==> src/sv/triangle_distance_rasterizer_macros.svh <==
// Assertion macros for the triangle distance rasterizer.
// No dependencies.
`ifndef TRIANGLE_DISTANCE_RASTERIZER_MACROS_SVH
`define TRIANGLE_DISTANCE_RASTERIZER_MACROS_SVH
// implication checked every cycle outside reset
`define TDR_ASSERT_IMPL(label, ante, cons, msg) \
  label: assert property (@(posedge clk) disable iff (rst) (ante) |-> (cons)) \
    else $error(msg);
// implication whose consequent is checked in the next cycle
`define TDR_ASSERT_NEXT(label, ante, cons, msg) \
  label: assert property (@(posedge clk) disable iff (rst) (ante) |=> (cons)) \
    else $error(msg);
`endif

==> src/sv/tdr_pkg.sv <==
// Package for the triangle distance rasterizer: sizes, kind codes, types.
// No dependencies.
package tdr_pkg;
  localparam int MAX_WIDTH  = 256;
  localparam int MAX_HEIGHT = 256;
  localparam int FRAC_BITS  = 4;
  localparam int COL_W  = $clog2(MAX_WIDTH);
  localparam int ROW_W  = $clog2(MAX_HEIGHT);
  localparam int ADDR_W = COL_W + ROW_W;
  localparam int COORD_W = 13;
  localparam int DIST_W  = 13;
  localparam int SIZE_W  = 9;
  localparam int SQ_W    = 2 * (COORD_W + 1);
  localparam int ROOT_W  = SQ_W / 2;
  localparam int SQRT_STEPS = ROOT_W;
  localparam logic [DIST_W-1:0] DIST_MAX = '1;

  localparam logic [1:0] KIND_RASTER = 2'd0;
  localparam logic [1:0] KIND_READ   = 2'd1;
  localparam logic [1:0] KIND_CLEAR  = 2'd2;

  localparam logic REG_WIDTH  = 1'b0;
  localparam logic REG_HEIGHT = 1'b1;

  typedef logic signed [COORD_W+1:0] scoord_t;
  typedef logic signed [2*COORD_W+3:0] edge_t;
endpackage

==> src/sv/tdr_sqrt.sv <==
// Iterative rounded square root, one result bit per cycle, saturated to DIST_W.
// Depends on tdr_pkg.
module tdr_sqrt (
  input  logic                         clk,
  input  logic                         rst,
  input  logic                         start,
  input  logic [tdr_pkg::SQ_W-1:0]     radicand,
  output logic                         done,
  output logic [tdr_pkg::DIST_W-1:0]   root
);
  import tdr_pkg::*;

  logic [SQ_W-1:0]   rem;
  logic [SQ_W-1:0]   val;
  logic [ROOT_W-1:0] res;
  logic [$clog2(SQRT_STEPS+1)-1:0] step;
  logic busy;
  logic [SQ_W+1:0] trial;
  logic [SQ_W+1:0] rem_shift;
  logic [ROOT_W:0] rnd;

  assign rem_shift = {rem, val[SQ_W-1 -: 2]};
  assign trial = {{(SQ_W-ROOT_W){1'b0}}, res, 2'b01};

  always_ff @(posedge clk) begin
    if (rst) begin
      busy <= 1'b0;
      done <= 1'b0;
    end else begin
      done <= 1'b0;
      if (start) begin
        busy <= 1'b1;
        rem  <= '0;
        val  <= radicand;
        res  <= '0;
        step <= '0;
      end else if (busy) begin
        val <= {val[SQ_W-3:0], 2'b00};
        if (rem_shift >= trial) begin
          rem <= SQ_W'(rem_shift - trial);
          res <= {res[ROOT_W-2:0], 1'b1};
        end else begin
          rem <= SQ_W'(rem_shift);
          res <= {res[ROOT_W-2:0], 1'b0};
        end
        step <= step + 1'b1;
        if (step == ($clog2(SQRT_STEPS+1))'(SQRT_STEPS - 1)) begin
          busy <= 1'b0;
          done <= 1'b1;
        end
      end
    end
  end

  // rem = s - n*n; round up when rem > n
  assign rnd = ({1'b0, res} + ((rem > SQ_W'(res)) ? (ROOT_W+1)'(1) : '0));
  assign root = (rnd > (ROOT_W+1)'(DIST_MAX)) ? DIST_MAX : rnd[DIST_W-1:0];
endmodule

==> config.mk <==
export PLATFORM = sky130hd
export DESIGN_NAME = tdr_sqrt
export DESIGN_NICKNAME = d
export VERILOG_FILES = /design/src/sv/triangle_distance_rasterizer_macros.svh /design/src/sv/tdr_pkg.sv /design/src/sv/tdr_sqrt.sv
export SDC_FILE = /design/constraint.sdc
export NUM_CORES = 1
export LEC_CHECK = 0
export ABC_CLOCK_PERIOD_IN_PS = 7710
export BUFFER_PORTS_ARGS = -buffer_cell sky130_fd_sc_hd__buf_2
export CAP_MARGIN = 30
export CORE_MARGIN = 8
export CORE_UTILIZATION = 52
export DETAILED_ROUTE_END_ITERATION = 16
export GPL_ROUTABILITY_DRIVEN = 0
export PLACE_DENSITY = 0.71
export SLEW_MARGIN = 20
export SYNTH_ARGS = -nofsm -noshare
export SYNTH_HDL_FRONTEND = slang
export SYNTH_SLANG_ARGS = --single-unit
==> constraint.sdc <==
create_clock -name clk -period 7.71 [get_ports clk]
set_clock_uncertainty 0.15 [all_clocks]
set_input_delay 1.9275 -clock clk [delete_from_list [all_inputs] [get_ports clk]]
set_output_delay 1.9275 -clock clk [all_outputs]
set_load 0.005 [all_outputs]
After elaboration in Yosys (flattened, before gate mapping)
Cells that the tools add are included.
{ "totals": {"output_inout_bits": 14, "reg_bits": 76} }
{ "classes": {"bitwise_logic": 2, "n_addsub": 3, "n_lt_le_gt_ge": 3, "n_reduce_logical": 3, "eq_ne": 1, "n_mux": 13} }
{ "ops": {"columns": ["operator", "count"], "rows": [
  ["28-bit 2-to-1 mux", 4],
  ["30-bit by 16-bit greater-or-equal comparator with 1-bit output", 1],
  ["28-bit by 14-bit > comparator with 1-bit output", 1],
  ["28-bit by 16-bit subtractor with 28-bit output", 1],
  ["14-bit by 1-bit adder with 15-bit output", 1],
  ["15-bit by 13-bit > comparator with 1-bit output, second input constant", 1],
  ["14-bit 2-to-1 mux", 1],
  ["13-bit 2-to-1 mux", 1],
  ["1-bit 2-to-1 mux", 6],
  ["4-bit by 1-bit adder with 4-bit output, second input constant", 1],
  ["4-bit == test, second input constant", 1],
  ["4-bit 2-to-1 mux", 1],
  ["3-bit OR reduction", 1],
  ["1-bit NOT", 2],
  ["2-bit AND reduction", 1],
  ["2-bit nonzero test", 1]
]} }

Longest topological paths before layout
Gate-level depths: netlist of run 1.
{ "logic_depth": {"depth_word": 5, "depth_mapped": 18, "depth_no_buf": 16} }

Worst setup path before layout of run 1
No wires, ideal clock.
{ "synth_path": {"path_type": "in2reg", "startpoint": "input port start", "endpoint": "register rem[0] (enable)", "arrival_ns": 5.529, "slack_ns": 1.524, "path_buffers": 2, "setup_time_ns": 0.507, "required_time_ns": 7.053, "cell_stages": 4, "path_cell_list": "buf_6 -> clkbuf_1 -> nor2_1 -> nor2_1"} }
{ "synth_between": {"elab_chain_len": 2} }
{ "synth_lines": {"columns": ["item", "line_no", "source"], "rows": [
  ["start: declaration", "tdr_sqrt.sv:6", "input logic start,"],
  ["2-bit nonzero test (no source line)", null, null],
  ["2-bit AND reduction (no source line)", null, null],
  ["end signal: assignment", "tdr_sqrt.sv:40", "rem <= SQ_W'(rem_shift - trial);"],
  ["end signal: assignment", "tdr_sqrt.sv:43", "rem <= SQ_W'(rem_shift);"],
  ["end: declaration", "tdr_sqrt.sv:13", "logic [SQ_W-1:0] rem;"]
]} }
No other way between the ends.
A chain may end at the register's enable or synchronous reset.

Final worst setup path of run 1
{ "layout_path": {"startpoint": "register res[5]", "endpoint": "output port root[4] in the netlist's numbering"} }
{ "layout_between": {"elab_chain_len": 5} }
{ "layout_lines": {"columns": ["item", "line_no", "source"], "rows": [
  ["start: declaration", "tdr_sqrt.sv:15", "logic [ROOT_W-1:0] res;"],
  ["start signal: assignment", "tdr_sqrt.sv:41", "res <= {res[ROOT_W-2:0], 1'b1};"],
  ["start signal: assignment", "tdr_sqrt.sv:44", "res <= {res[ROOT_W-2:0], 1'b0};"],
  ["28-bit by 14-bit > comparator with 1-bit output", "tdr_sqrt.sv:56", "assign rnd = ({1'b0, res} + ((rem > SQ_W'(res)) ? (ROOT_W+1)'(1) : '0));"],
  ["1-bit 2-to-1 mux", "tdr_sqrt.sv:56", null],
  ["14-bit by 1-bit adder with 15-bit output (*)", "tdr_sqrt.sv:56", null],
  ["15-bit by 13-bit > comparator with 1-bit output", "tdr_sqrt.sv:57", "assign root = (rnd > (ROOT_W+1)'(DIST_MAX)) ? DIST_MAX : rnd[DIST_W-1:0];"],
  ["13-bit 2-to-1 mux (*)", "tdr_sqrt.sv:57", null],
  ["end: declaration", "tdr_sqrt.sv:9", "output logic [tdr_pkg::DIST_W-1:0] root"]
]} }
Every way passes the cells marked *; elsewhere a longest branch is shown, timed or not.

==> run_results.csv, run 1 <==
group,metric,value,unit
worst_setup_path,worstPathRequired,5630,ps
yosys,synth_mux_area_frac,0.0861,
power_and_ir_drop,clock_power_share,0.295,
worst_setup_path,worst_path_max_delay_cell,"edfxtp_1",
worst_setup_path,critical_path_class,"reg -> out",
worst_setup_path,cp_slowest_stage_delay,440,ps
yosys,synth_top_area_share,0.468,
timing,hold_violations,0,
grt,grt_pass1_vias,3325,
final_layout,layout_common_cells,"edfxtp_1, nor2_1, buf_2",
worst_setup_path,cp_cell_sequence,"inv_1, ha_1, a21oi_1, o21ai_1, a21oi_2, a21boi_0, o21ai_0, a21o_2, ha_1, ha_1, nand3_1, nor2_1, nand2_1, nand2_1, o31ai_1, buf_2, o21ai_0, buf_2",
timing,tightest_slew,842,ps
flow_run,drv_cap,0,
cts,post_cts_buffers,0,
yosys,syn_area_per_cell,11.0,um2
floorplanning,die-area,12500,um2
yosys,synthSimpleGateAreaFrac,0.175,
worst_setup_path,crit_path_frequent_cell,"ha_1",
power_and_ir_drop,power_leakage,2.05,nW
floorplanning,rows,35,
cts,ctsHoldBuffers,0,
floorplanning,initial_core_util,0.524,
cts,post_cts_resize_count,0,
grt,overflow,0,
power_and_ir_drop,ir_drop,0.000103,V
worst_setup_path,arrival,4140,ps
grt,grt_antenna_before_repair,0,
cts,clk_pin_slew,80,ps
route,vias,3288,
final_layout,num_antenna_cells,0,
grt,grt_pass1_wl,15900,um
yosys,synth_top_family_by_area,"simple AND/OR/NAND/NOR gates",
yosys,synth_area,4750,um2
final_layout,final_nets,524,
timing,rsz0062_at_grt,"no",
timing,hold_slack,334,ps
route,ant_nets,0,
cts,cts_buffers,9,
hold_path,hold_depth,1,
route,drt_iter0_drc,138,
worst_setup_path,reg2reg_depth,9,
yosys,synth.distinct_cells,68,
final_layout,area_delta_synth_final,10.5,%
yosys,synth-edff-count,74,
yosys,synthCells,430,
power_and_ir_drop,p_per_area,196,nW/um2
timing,slew_violations,0,
floorplanning,die-width,112,um
status,status,"complete, no violations",
cts,cts_tree,"done",
grt,grt_max_degree,79,
hold_path,hold_path_end,"done",
hold_path,hp-class,"reg -> reg",
yosys,seq_area_frac_synth,0.476,
cts,clockRootBuffer,"clkbuf_8",
final_layout,layout_commonest_cell,"edfxtp_1",
floorplanning,fp.coreArea,9060,um2
placed_design,portBuffers,44,
worst_setup_path,start_kind,"flip-flop",
yosys,ys.flop_type,"edfxtp_1",
cts,cts_buffer_depth,2,
yosys,ys_warn_count,0,
timing,setup_viol,0,
placed_design,hpwlAfterDp,6520,um
grt,grt_usage,0.155,
route,dr.pass1.iters,4,
cts,htreeDepth,3,
floorplanning,io_pins,45,
yosys,synth_xor_area_frac,0.0553,
power_and_ir_drop,p_sw_frac,0.284,
yosys,synth_top_cells_by_area,"edfxtp_1, mux2_2, ha_1",
yosys,yosysTopAreaCell,"edfxtp_1",
timing,tns,0,ps
power_and_ir_drop,p_int,0.737,mW
power_and_ir_drop,p_comb_frac,0.207,
yosys,synth_fa_ha_area_frac,0.0553,
yosys,async_flop_share,0,
cts,clk_latency,350,ps
worst_setup_path,critical_path.max_fanout,9,
route,drc,0,
yosys,syn_nets,482,
hold_path,min-delay-start,"busy",
power_and_ir_drop,total_power,1.03,mW
yosys,ys_ff_latch,76,
timing,max_freq,0.161,GHz
power_and_ir_drop,power.switching,0.293,mW
floorplanning,die_y,112,um
power_and_ir_drop,seqPwrFrac,0.498,
route,post_drt_wl_per_cell,15.8,um
route,totalWireLength,9280,um
route,vias_per_cell,5.59,
final_layout,drive_above_1_share,0.237,
timing,slew_headroom,0.439,
timing,period_share,0.807,
worst_setup_path,r2r_slack,4590,ps
worst_setup_path,r2r_end,"rem[15]",
timing,fin_crit,6220,ps
worst_setup_path,cp-end-kind,"primary output",
yosys,synth-compound-area-share,0.109,
worst_setup_path,r2r_start,"res[11]",
cts,clkSinkCount,76,
==> critical path: cells and delay by family (launching register included) <==
family / cells / cell delay, ps
buf+inv: 3 / 540
simple gates: 4 / 370
compound gates: 8 / 1700
flops: 1 / 440
fa+ha+maj: 3 / 720
==> power groups by stage <==
stage	Clock [mW]	Sequential (mW)	Combinational, mW
finish	0.303	0.513	0.213
global route	0.324	0.517	0.240
CTS	0.308	0.513	0.215
detailed placement	0	0.522	0.213
global placement	0	0.521	0.209
floorplan	0	0.517	0.171
==> registers in the layout (all words and copies together) (netlist names) <==
signal / cells
rem: 28
res: 14
busy: 1
done: 1
val: 28
step: 4
==> routing by layer <==
| metal | GRT usage | vias to the layer above | part of all wire |
|---|---|---|---|
| met5 | 0 | - | 0 |
| met4 | 0.0583 | 0 | 0.011 |
| met3 | 0.0411 | 7 | 0.035 |
| met1 | 0.194 | 1591 | 0.47 |
| met2 | 0.253 | 40 | 0.48 |
| li1 | - | 1650 | - |
==> cells in the mapped netlist, types with 3 or more instances <==
cell and n:
a211oi_1 6, xor2_1 7, nor2_1 67, mux2i_1 9, nand3_1 6, o21ai_0 15, or3_1 3, nor2b_1 3
nand2b_1 6, ha_1 21, inv_1 24, nand4_1 4, o211ai_1 3, nor3b_1 5, clkbuf_1 8, xnor2_1 23
buf_6 5, nand2_1 25, nor4_1 3, mux2_2 27, o21a_1 5, a31oi_1 3, a21oi_1 14, nor3_1 10
and2_1 3, edfxtp_1 74, and3_1 5
==> through the flow <==
step	worst slack [ps]	cells	instance area [um2]	util
global route	1130	588	5250	0.579
floorplan	1520	430	4750	-
global placement	1690	570	5020	0.554
finish	1490	588	5250	0.579
CTS	1500	587	5220	0.576
detailed placement	1890	571	5030	0.554
==> worst max-delay path by stage <==
stage / start / end / slack, ps / cells past startpoint
6_report: res[5] / root[4] / 1490 / 18
3_3_place_gp: res[5] / root[4] / 1690 / 17
4_1_cts: res[5] / root[4] / 1500 / 18
3_5_place_dp: res[5] / root[4] / 1890 / 18
2_1_floorplan: start / rem[0] / 1520 / 4
5_1_grt: res[5] / root[4] / 1130 / 18
==> cell families (layout without fill, tap and decap cells) <==
logic type,after synthesis,after routing
adder cells (fa/ha/maj),21,21
flip-flops,76,76
AND/OR/NAND/NOR,158,158
AO/OA/AOI/OAI,67,67
buffers and inverters,41,88
multiplexers,37,37
XOR/XNOR,30,30
==> area by class of cell <==
type	instances	area, um2
clock buffer	11	131
multi-input combinational	313	2290
inverter	24	90.1
clock inverter	5	62.6
sequential	76	2260
timing repair buffer	48	268
fill	771	3820
tap	111	139
Note: power is estimated with default switching activity, not from simulation.
==> run 2: changes to the inputs <==
--- a/config.mk
+++ b/config.mk
@@ -5,7 +5,7 @@
 export SDC_FILE = /design/constraint.sdc
 export NUM_CORES = 1
 export LEC_CHECK = 0
-export ABC_CLOCK_PERIOD_IN_PS = 7710
+export ABC_CLOCK_PERIOD_IN_PS = 6200
 export BUFFER_PORTS_ARGS = -buffer_cell sky130_fd_sc_hd__buf_2
 export CAP_MARGIN = 30
 export CORE_MARGIN = 8
==> constraint.sdc (replaced) <==
create_clock -name clk -period 6.2 [get_ports clk]
set_clock_uncertainty 0.15 [all_clocks]
set_input_delay 1.55 -clock clk [delete_from_list [all_inputs] [get_ports clk]]
set_output_delay 1.55 -clock clk [all_outputs]
set_load 0.005 [all_outputs]
==> run 2 against run 1 <==
- via count grew 0.76%
- final cell count grew 0.17%
- routed wire length grew 3.7%
- clock power grew 46%
- final area grew 1.1%
- flip-flop and latch count is the same
- sequential share of layout area shrank 0.48 points
- worst hold slack lost 2.8 ps
- highest routed layer unchanged
- sequential power grew 25%
- total power grew 31%
- utilization grew 0.65 points
==> run_results.csv, run 2 (synthesis results as in run 1) <==
group,metric,value,unit
status,status,"complete, no violations",
cts,clkSinkCount,76,
grt,grt_usage,0.159,
placed_design,hpwlAfterDp,6680,um
cts,clk_latency,360,ps
final_layout,final_nets,525,
route,wl_met3,423,um
route,totalWireLength,9620,um
worst_setup_path,worst_path_max_delay_cell,"edfxtp_1",
route,dr.pass1.iters,4,
route,drt_iter0_drc,161,
final_layout,fill_cells,788,
grt,grt_pass1_vias,3331,
cts,cts_tree,"done",
flow_run,drv_cap,0,
worst_setup_path,cp_cell_sequence,"inv_1, ha_1, a21oi_1, o21ai_0, a21oi_2, a21boi_0, o21ai_0, a21o_2, ha_1, ha_1, nand3_1, nor2_1, nand2_1, nand2_1, o31ai_1, buf_4, o21ai_0, buf_2",
cts,cts_buffer_depth,2,
route,post_drt_wl_per_cell,16.3,um
worst_setup_path,critical_path_class,"reg -> out",
route,dr.max_layer_used,"met4",
floorplanning,die-width,112,um
timing,fin_crit,5500,ps
worst_setup_path,worstPathRequired,4500,ps
cts,htreeDepth,3,
route,drc,0,
power_and_ir_drop,seqPwrFrac,0.473,
power_and_ir_drop,power_leakage,2.09,nW
floorplanning,io_pins,45,
timing,setup_viol,0,
grt,grt_max_degree,78,
power_and_ir_drop,power.switching,0.386,mW
placed_design,portBuffers,44,
final_layout,top_regs,"rem: 28 flops, val: 28 flops, res: 14 flops",
timing,slew_headroom,0.431,
route,vias_per_cell,5.62,
worst_setup_path,cp-end-kind,"primary output",
grt,grt_pass1_wl,16100,um
floorplanning,fp.coreArea,9060,um2
grt,grt_antenna_before_repair,0,
power_and_ir_drop,p_int,0.964,mW
floorplanning,initial_core_util,0.524,
grt,overflow,0,
final_layout,area_delta_synth_final,11.7,%
cts,post_cts_resize_count,0,
floorplanning,die-area,12500,um2
worst_setup_path,critPathTopFamily,"compound AO/OA/AOI/OAI gates",
timing,worst_slack,699,ps
timing,slew_violations,0,
power_and_ir_drop,p_per_area,254,nW/um2
floorplanning,die_y,112,um
cts,post_cts_buffers,0,
route,met1_length,4260,um
cts,ctsHoldBuffers,0,
final_layout,num_antenna_cells,0,
cts,clockRootBuffer,"clkbuf_8",
timing,tightest_slew,853,ps
power_and_ir_drop,clock_power_share,0.328,
placed_design,preCtsSetupSlack,1100,ps
floorplanning,rows,35,
hold_path,hp-class,"reg -> reg",
timing,max_freq,0.182,GHz
route,vias,3313,
final_layout,drive_above_1_share,0.243,
worst_setup_path,arrival,3800,ps
power_and_ir_drop,p_comb_frac,0.199,
timing,period_share,0.887,
power_and_ir_drop,total_power,1.35,mW
cts,clk_pin_slew,90,ps
worst_setup_path,start_kind,"flip-flop",
timing,hold_violations,0,
route,wl_met2,4830,um
route,ant_nets,0,
final_layout,layout_common_cells,"edfxtp_1, nor2_1, buf_2",
cts,cts_buffers,9,
final_layout,layout_commonest_cell,"edfxtp_1",
worst_setup_path,cp_slowest_stage_delay,420,ps
worst_setup_path,worst-path-buf-inv,3,
power_and_ir_drop,ir_drop,0.000135,V
worst_setup_path,critical_path.max_fanout,13,
timing,tns,0,ps
power_and_ir_drop,p_sw_frac,0.286,
timing,rsz0062_at_grt,"no",
[run 2: per-stage QoR]
| stage | cell area [um2] | util | hold slack (ps) | std cells |
|---|---|---|---|---|
| 2_1_floorplan | 4750 | - | 304 | 430 |
| 4_1_cts | 5260 | 0.580 | 335 | 587 |
| 3_5_place_dp | 5030 | 0.555 | 318 | 571 |
| 3_3_place_gp | 5030 | 0.555 | 318 | 571 |
| 5_1_grt | 5310 | 0.585 | 351 | 589 |
| 6_report | 5310 | 0.585 | 331 | 589 |
[run 2: power groups by stage]
stage | registers, mW | logic (mW) | clock network [mW]
floorplan | 0.642 | 0.212 | 0
global placement | 0.648 | 0.259 | 0
detailed placement | 0.650 | 0.265 | 0
CTS | 0.639 | 0.267 | 0.450
global route | 0.643 | 0.302 | 0.467
finish | 0.639 | 0.268 | 0.443
[run 2: final timing paths]
check                             start       to  slack [ps]  depth (start not counted)
worst max-delay path            res[11]  root[4]         700                         18
worst min-delay path               busy     done         330                          1
worst max register to register  res[13]  rem[27]        3060                          9
worst min register to register     busy     done         330                          1
[run 2: area by class of cell]
| class | instances | area, um2 | area share |
|---|---|---|---|
| clock buffer | 9 | 124 | 0.0233 |
| clock inverter | 7 | 106 | 0.0200 |
| inverter | 24 | 90.1 | 0.0170 |
| multi-input combinational | 313 | 2290 | 0.432 |
| sequential | 76 | 2260 | 0.426 |
| tap | 111 | 139 | 0.0262 |
| timing repair buffer | 49 | 290 | 0.0547 |
[run 2: metal layers]
metal | vias to the layer above | global-route usage
met5 | - | 0
met4 | 0 | 0.0556
met3 | 8 | 0.0449
met2 | 61 | 0.269
met1 | 1604 | 0.190
li1 | 1640 | -
==> run 3: changes to the inputs <==
--- a/config.mk
+++ b/config.mk
@@ -5,6 +5,7 @@
 export SDC_FILE = /design/constraint.sdc
 export NUM_CORES = 1
 export LEC_CHECK = 0
+export ABC_AREA = 1
 export ABC_CLOCK_PERIOD_IN_PS = 6200
 export BUFFER_PORTS_ARGS = -buffer_cell sky130_fd_sc_hd__buf_2
 export CAP_MARGIN = 30
@@ -13,7 +14,6 @@
 export DETAILED_ROUTE_END_ITERATION = 16
 export GPL_ROUTABILITY_DRIVEN = 0
 export PLACE_DENSITY = 0.71
-export SLEW_MARGIN = 20
 export SYNTH_ARGS = -nofsm -noshare
 export SYNTH_HDL_FRONTEND = slang
 export SYNTH_SLANG_ARGS = --single-unit
==> run 3 against run 2 <==
- largest power group unchanged
- non-clock buffer count shrank 2
- worst hold slack better by 19 ps
- sequential power decreased by 0.6%
- synthesized cell count grew 77%
- flip-flop and latch count is the same
- critical path depth increased by 1
- total power grew 4.0%
- clock-buffer cell count unchanged
- fmax is 0.83% lower
- first-iteration DRC count grew 110%
- register-to-register slack better by 460 ps
==> run_results.csv, run 3 <==
group,metric,value,unit
cts,ctsHoldBuffers,0,
placed_design,portBuffers,44,
cts,cts_tree,"done",
final_layout,layout_commonest_cell,"nand2_1",
timing,hold_violations,0,
yosys,yosys.cell_count.top_type,"nand2_1",
yosys,ys_ff_latch,76,
timing,hold_slack,350,ps
placed_design,hpwlAfterDp,9350,um
timing,slew_violations,0,
timing,tightest_slew,944,ps
yosys,ys.flop_type,"edfxtp_1",
route,vias_per_cell,4.98,
floorplanning,fp.coreArea,10200,um2
yosys,async_flop_share,0,
route,drc,0,
yosys,ys_warn_count,0,
yosys,seq_area_frac_synth,0.419,
timing,period_share,0.895,
cts,cts_buffers,9,
power_and_ir_drop,p_per_area,235,nW/um2
yosys,synthCells,762,
cts,clk_pin_slew,90,ps
floorplanning,initial_core_util,0.528,
power_and_ir_drop,ir_drop,0.000146,V
route,dr.pass1.iters,4,
cts,post_cts_resize_count,0,
route,drt_iter0_drc,336,
floorplanning,io_pins,45,
yosys,netlist_top_cells_count,"nand2_1, inv_1, nor2_1, edfxtp_1, nand3_1",
floorplanning,die-area,13900,um2
yosys,syn_nets,814,
timing,fin_crit,5550,ps
final_layout,layout_common_cells,"nand2_1, inv_1, nor2_1",
final_layout,num_antenna_cells,0,
yosys,yosysTopAreaCell,"edfxtp_1",
route,post_drt_wl_per_cell,13.2,um
grt,grt_antenna_before_repair,0,
yosys,syn_area_per_cell,7.09,um2
worst_setup_path,cp-end-kind,"primary output",
cts,clkSinkCount,76,
route,vias,4708,
cts,clockRootBuffer,"clkbuf_8",
timing,slew_headroom,0.371,
timing,max_freq,0.180,GHz
final_layout,area_delta_synth_final,10.4,%
route,totalWireLength,12500,um
grt,grt_usage,0.184,
route,ant_nets,0,
yosys,synth-edff-count,74,
floorplanning,die-width,118,um
cts,cts_buffer_depth,2,
timing,rsz0062_at_grt,"no",
worst_setup_path,worstPathRequired,4500,ps
worst_setup_path,critical_path_class,"reg -> out",
yosys,synth_area,5400,um2
placed_design,preCtsSetupSlack,1080,ps
cts,htreeDepth,3,
final_layout,multi_input_area,2610,um2
final_layout,top_regs,"rem: 28 flops, val: 28 flops, res: 14 flops",
hold_path,hp-class,"reg -> reg",
final_layout,drive_above_1_share,0.110,
final_layout,fill_cells,974,
timing,worst_slack,653,ps
status,status,"complete, no violations",
final_layout,final_nets,857,
worst_setup_path,critical_path.max_fanout,13,
cts,clk_latency,360,ps
timing,setup_viol,0,
flow_run,drv_cap,0,
grt,overflow,0,
final_layout,regArea,2260,um2
grt,grt_max_degree,76,
timing,tns,0,ps
yosys,synth_top_area_share,0.411,
power_and_ir_drop,power_leakage,3.04,nW
worst_setup_path,arrival,3850,ps
grt,grt_pass1_vias,4672,
yosys,synth_top_cells_by_area,"edfxtp_1, nand2_1, inv_1",
floorplanning,die_y,118,um
floorplanning,rows,37,
yosys,synth.distinct_cells,33,
grt,grt_pass1_wl,21200,um
cts,post_cts_buffers,0,
worst_setup_path,start_kind,"flip-flop",
==> run 3: changes by cell type in the layout (fill, tap and decap cells not counted), moves of 7 or more <==
cell,before,now
xnor2_1,23,5
nand3b_1,2,14
nand2_1,25,308
mux2_2,27,0
nor2_1,66,99
inv_1,24,114
nand3_1,6,31
mux2i_1,9,0
a21oi_1,14,7
nor2_2,1,11
==> run 3: cell families (layout without fill, tap and decap cells) <==
group | Yosys count | count (layout) | synth area share
compound gates | 26 | 26 | 0.0257
xor+xnor | 14 | 14 | 0.0227
fa+ha+maj | 21 | 21 | 0.0486
buf+inv | 134 | 182 | 0.100
flops | 76 | 76 | 0.419
simple gates | 491 | 491 | 0.384
==> run 3: final cells by class <==
| cell class | instances | share of cell area |
|---|---|---|
| multi-input combinational | 552 | 0.437 |
| inverter | 119 | 0.0761 |
| clock inverter | 7 | 0.0176 |
| clock buffer | 9 | 0.0208 |
| tap | 136 | 0.0285 |
| sequential | 76 | 0.379 |
| timing repair buffer | 47 | 0.0407 |
==> run 3: worst max-delay path: stages (launching register included) <==
cell and delay, ps:
edfxtp_1 400, inv_1 130, ha_1 380, nand2_1 120, nor2_2 180, nand2_1 100
a21oi_1 120, o21ai_0 80, nand2_1 60, nand2_1 50, nand2_1 70, ha_1 170
nand3_1 100, nor2_1 160, nand2_1 120, o21ai_1 160, nand2_1 70, a31oi_1 630
o21ai_0 220, buf_2 180
==> run 3: worst paths after layout <==
path / cells after the start / slack [ps] / endpoint / from
setup / recovery: 19 / 650 / root[10] / res[6]
hold / removal: 2 / 350 / done / busy
setup reg to reg: 13 / 3520 / rem[12] / res[6]
hold reg to reg: 2 / 350 / done / busy
==> run 3: per-stage QoR <==
| step | instances | power, mW | utilization | cell area [um2] |
|---|---|---|---|---|
| finish | 946 | 1.40 | 0.583 | 5970 |
| global route | 946 | 1.48 | 0.583 | 5970 |
| CTS | 946 | 1.41 | 0.583 | 5970 |
| detailed placement | 930 | 0.960 | 0.561 | 5740 |
| global placement | 930 | 0.953 | 0.561 | 5740 |
| floorplan | 762 | 0.878 | - | 5410 |
==> run 3: layer usage <==
metal / GRT usage / vias to the layer above / wire (um)
li1: - / 2452 / -
met1: 0.222 / 2114 / 5680
met2: 0.311 / 115 / 6000
met3: 0.0398 / 27 / 541
met4: 0.0745 / 0 / 312
met5: 0 / - / 0
==> run 3: where the power goes <==
part           internal [mW]  switching (mW)
sequential             0.613          0.0222
clock                  0.234           0.218
combinational          0.111           0.206
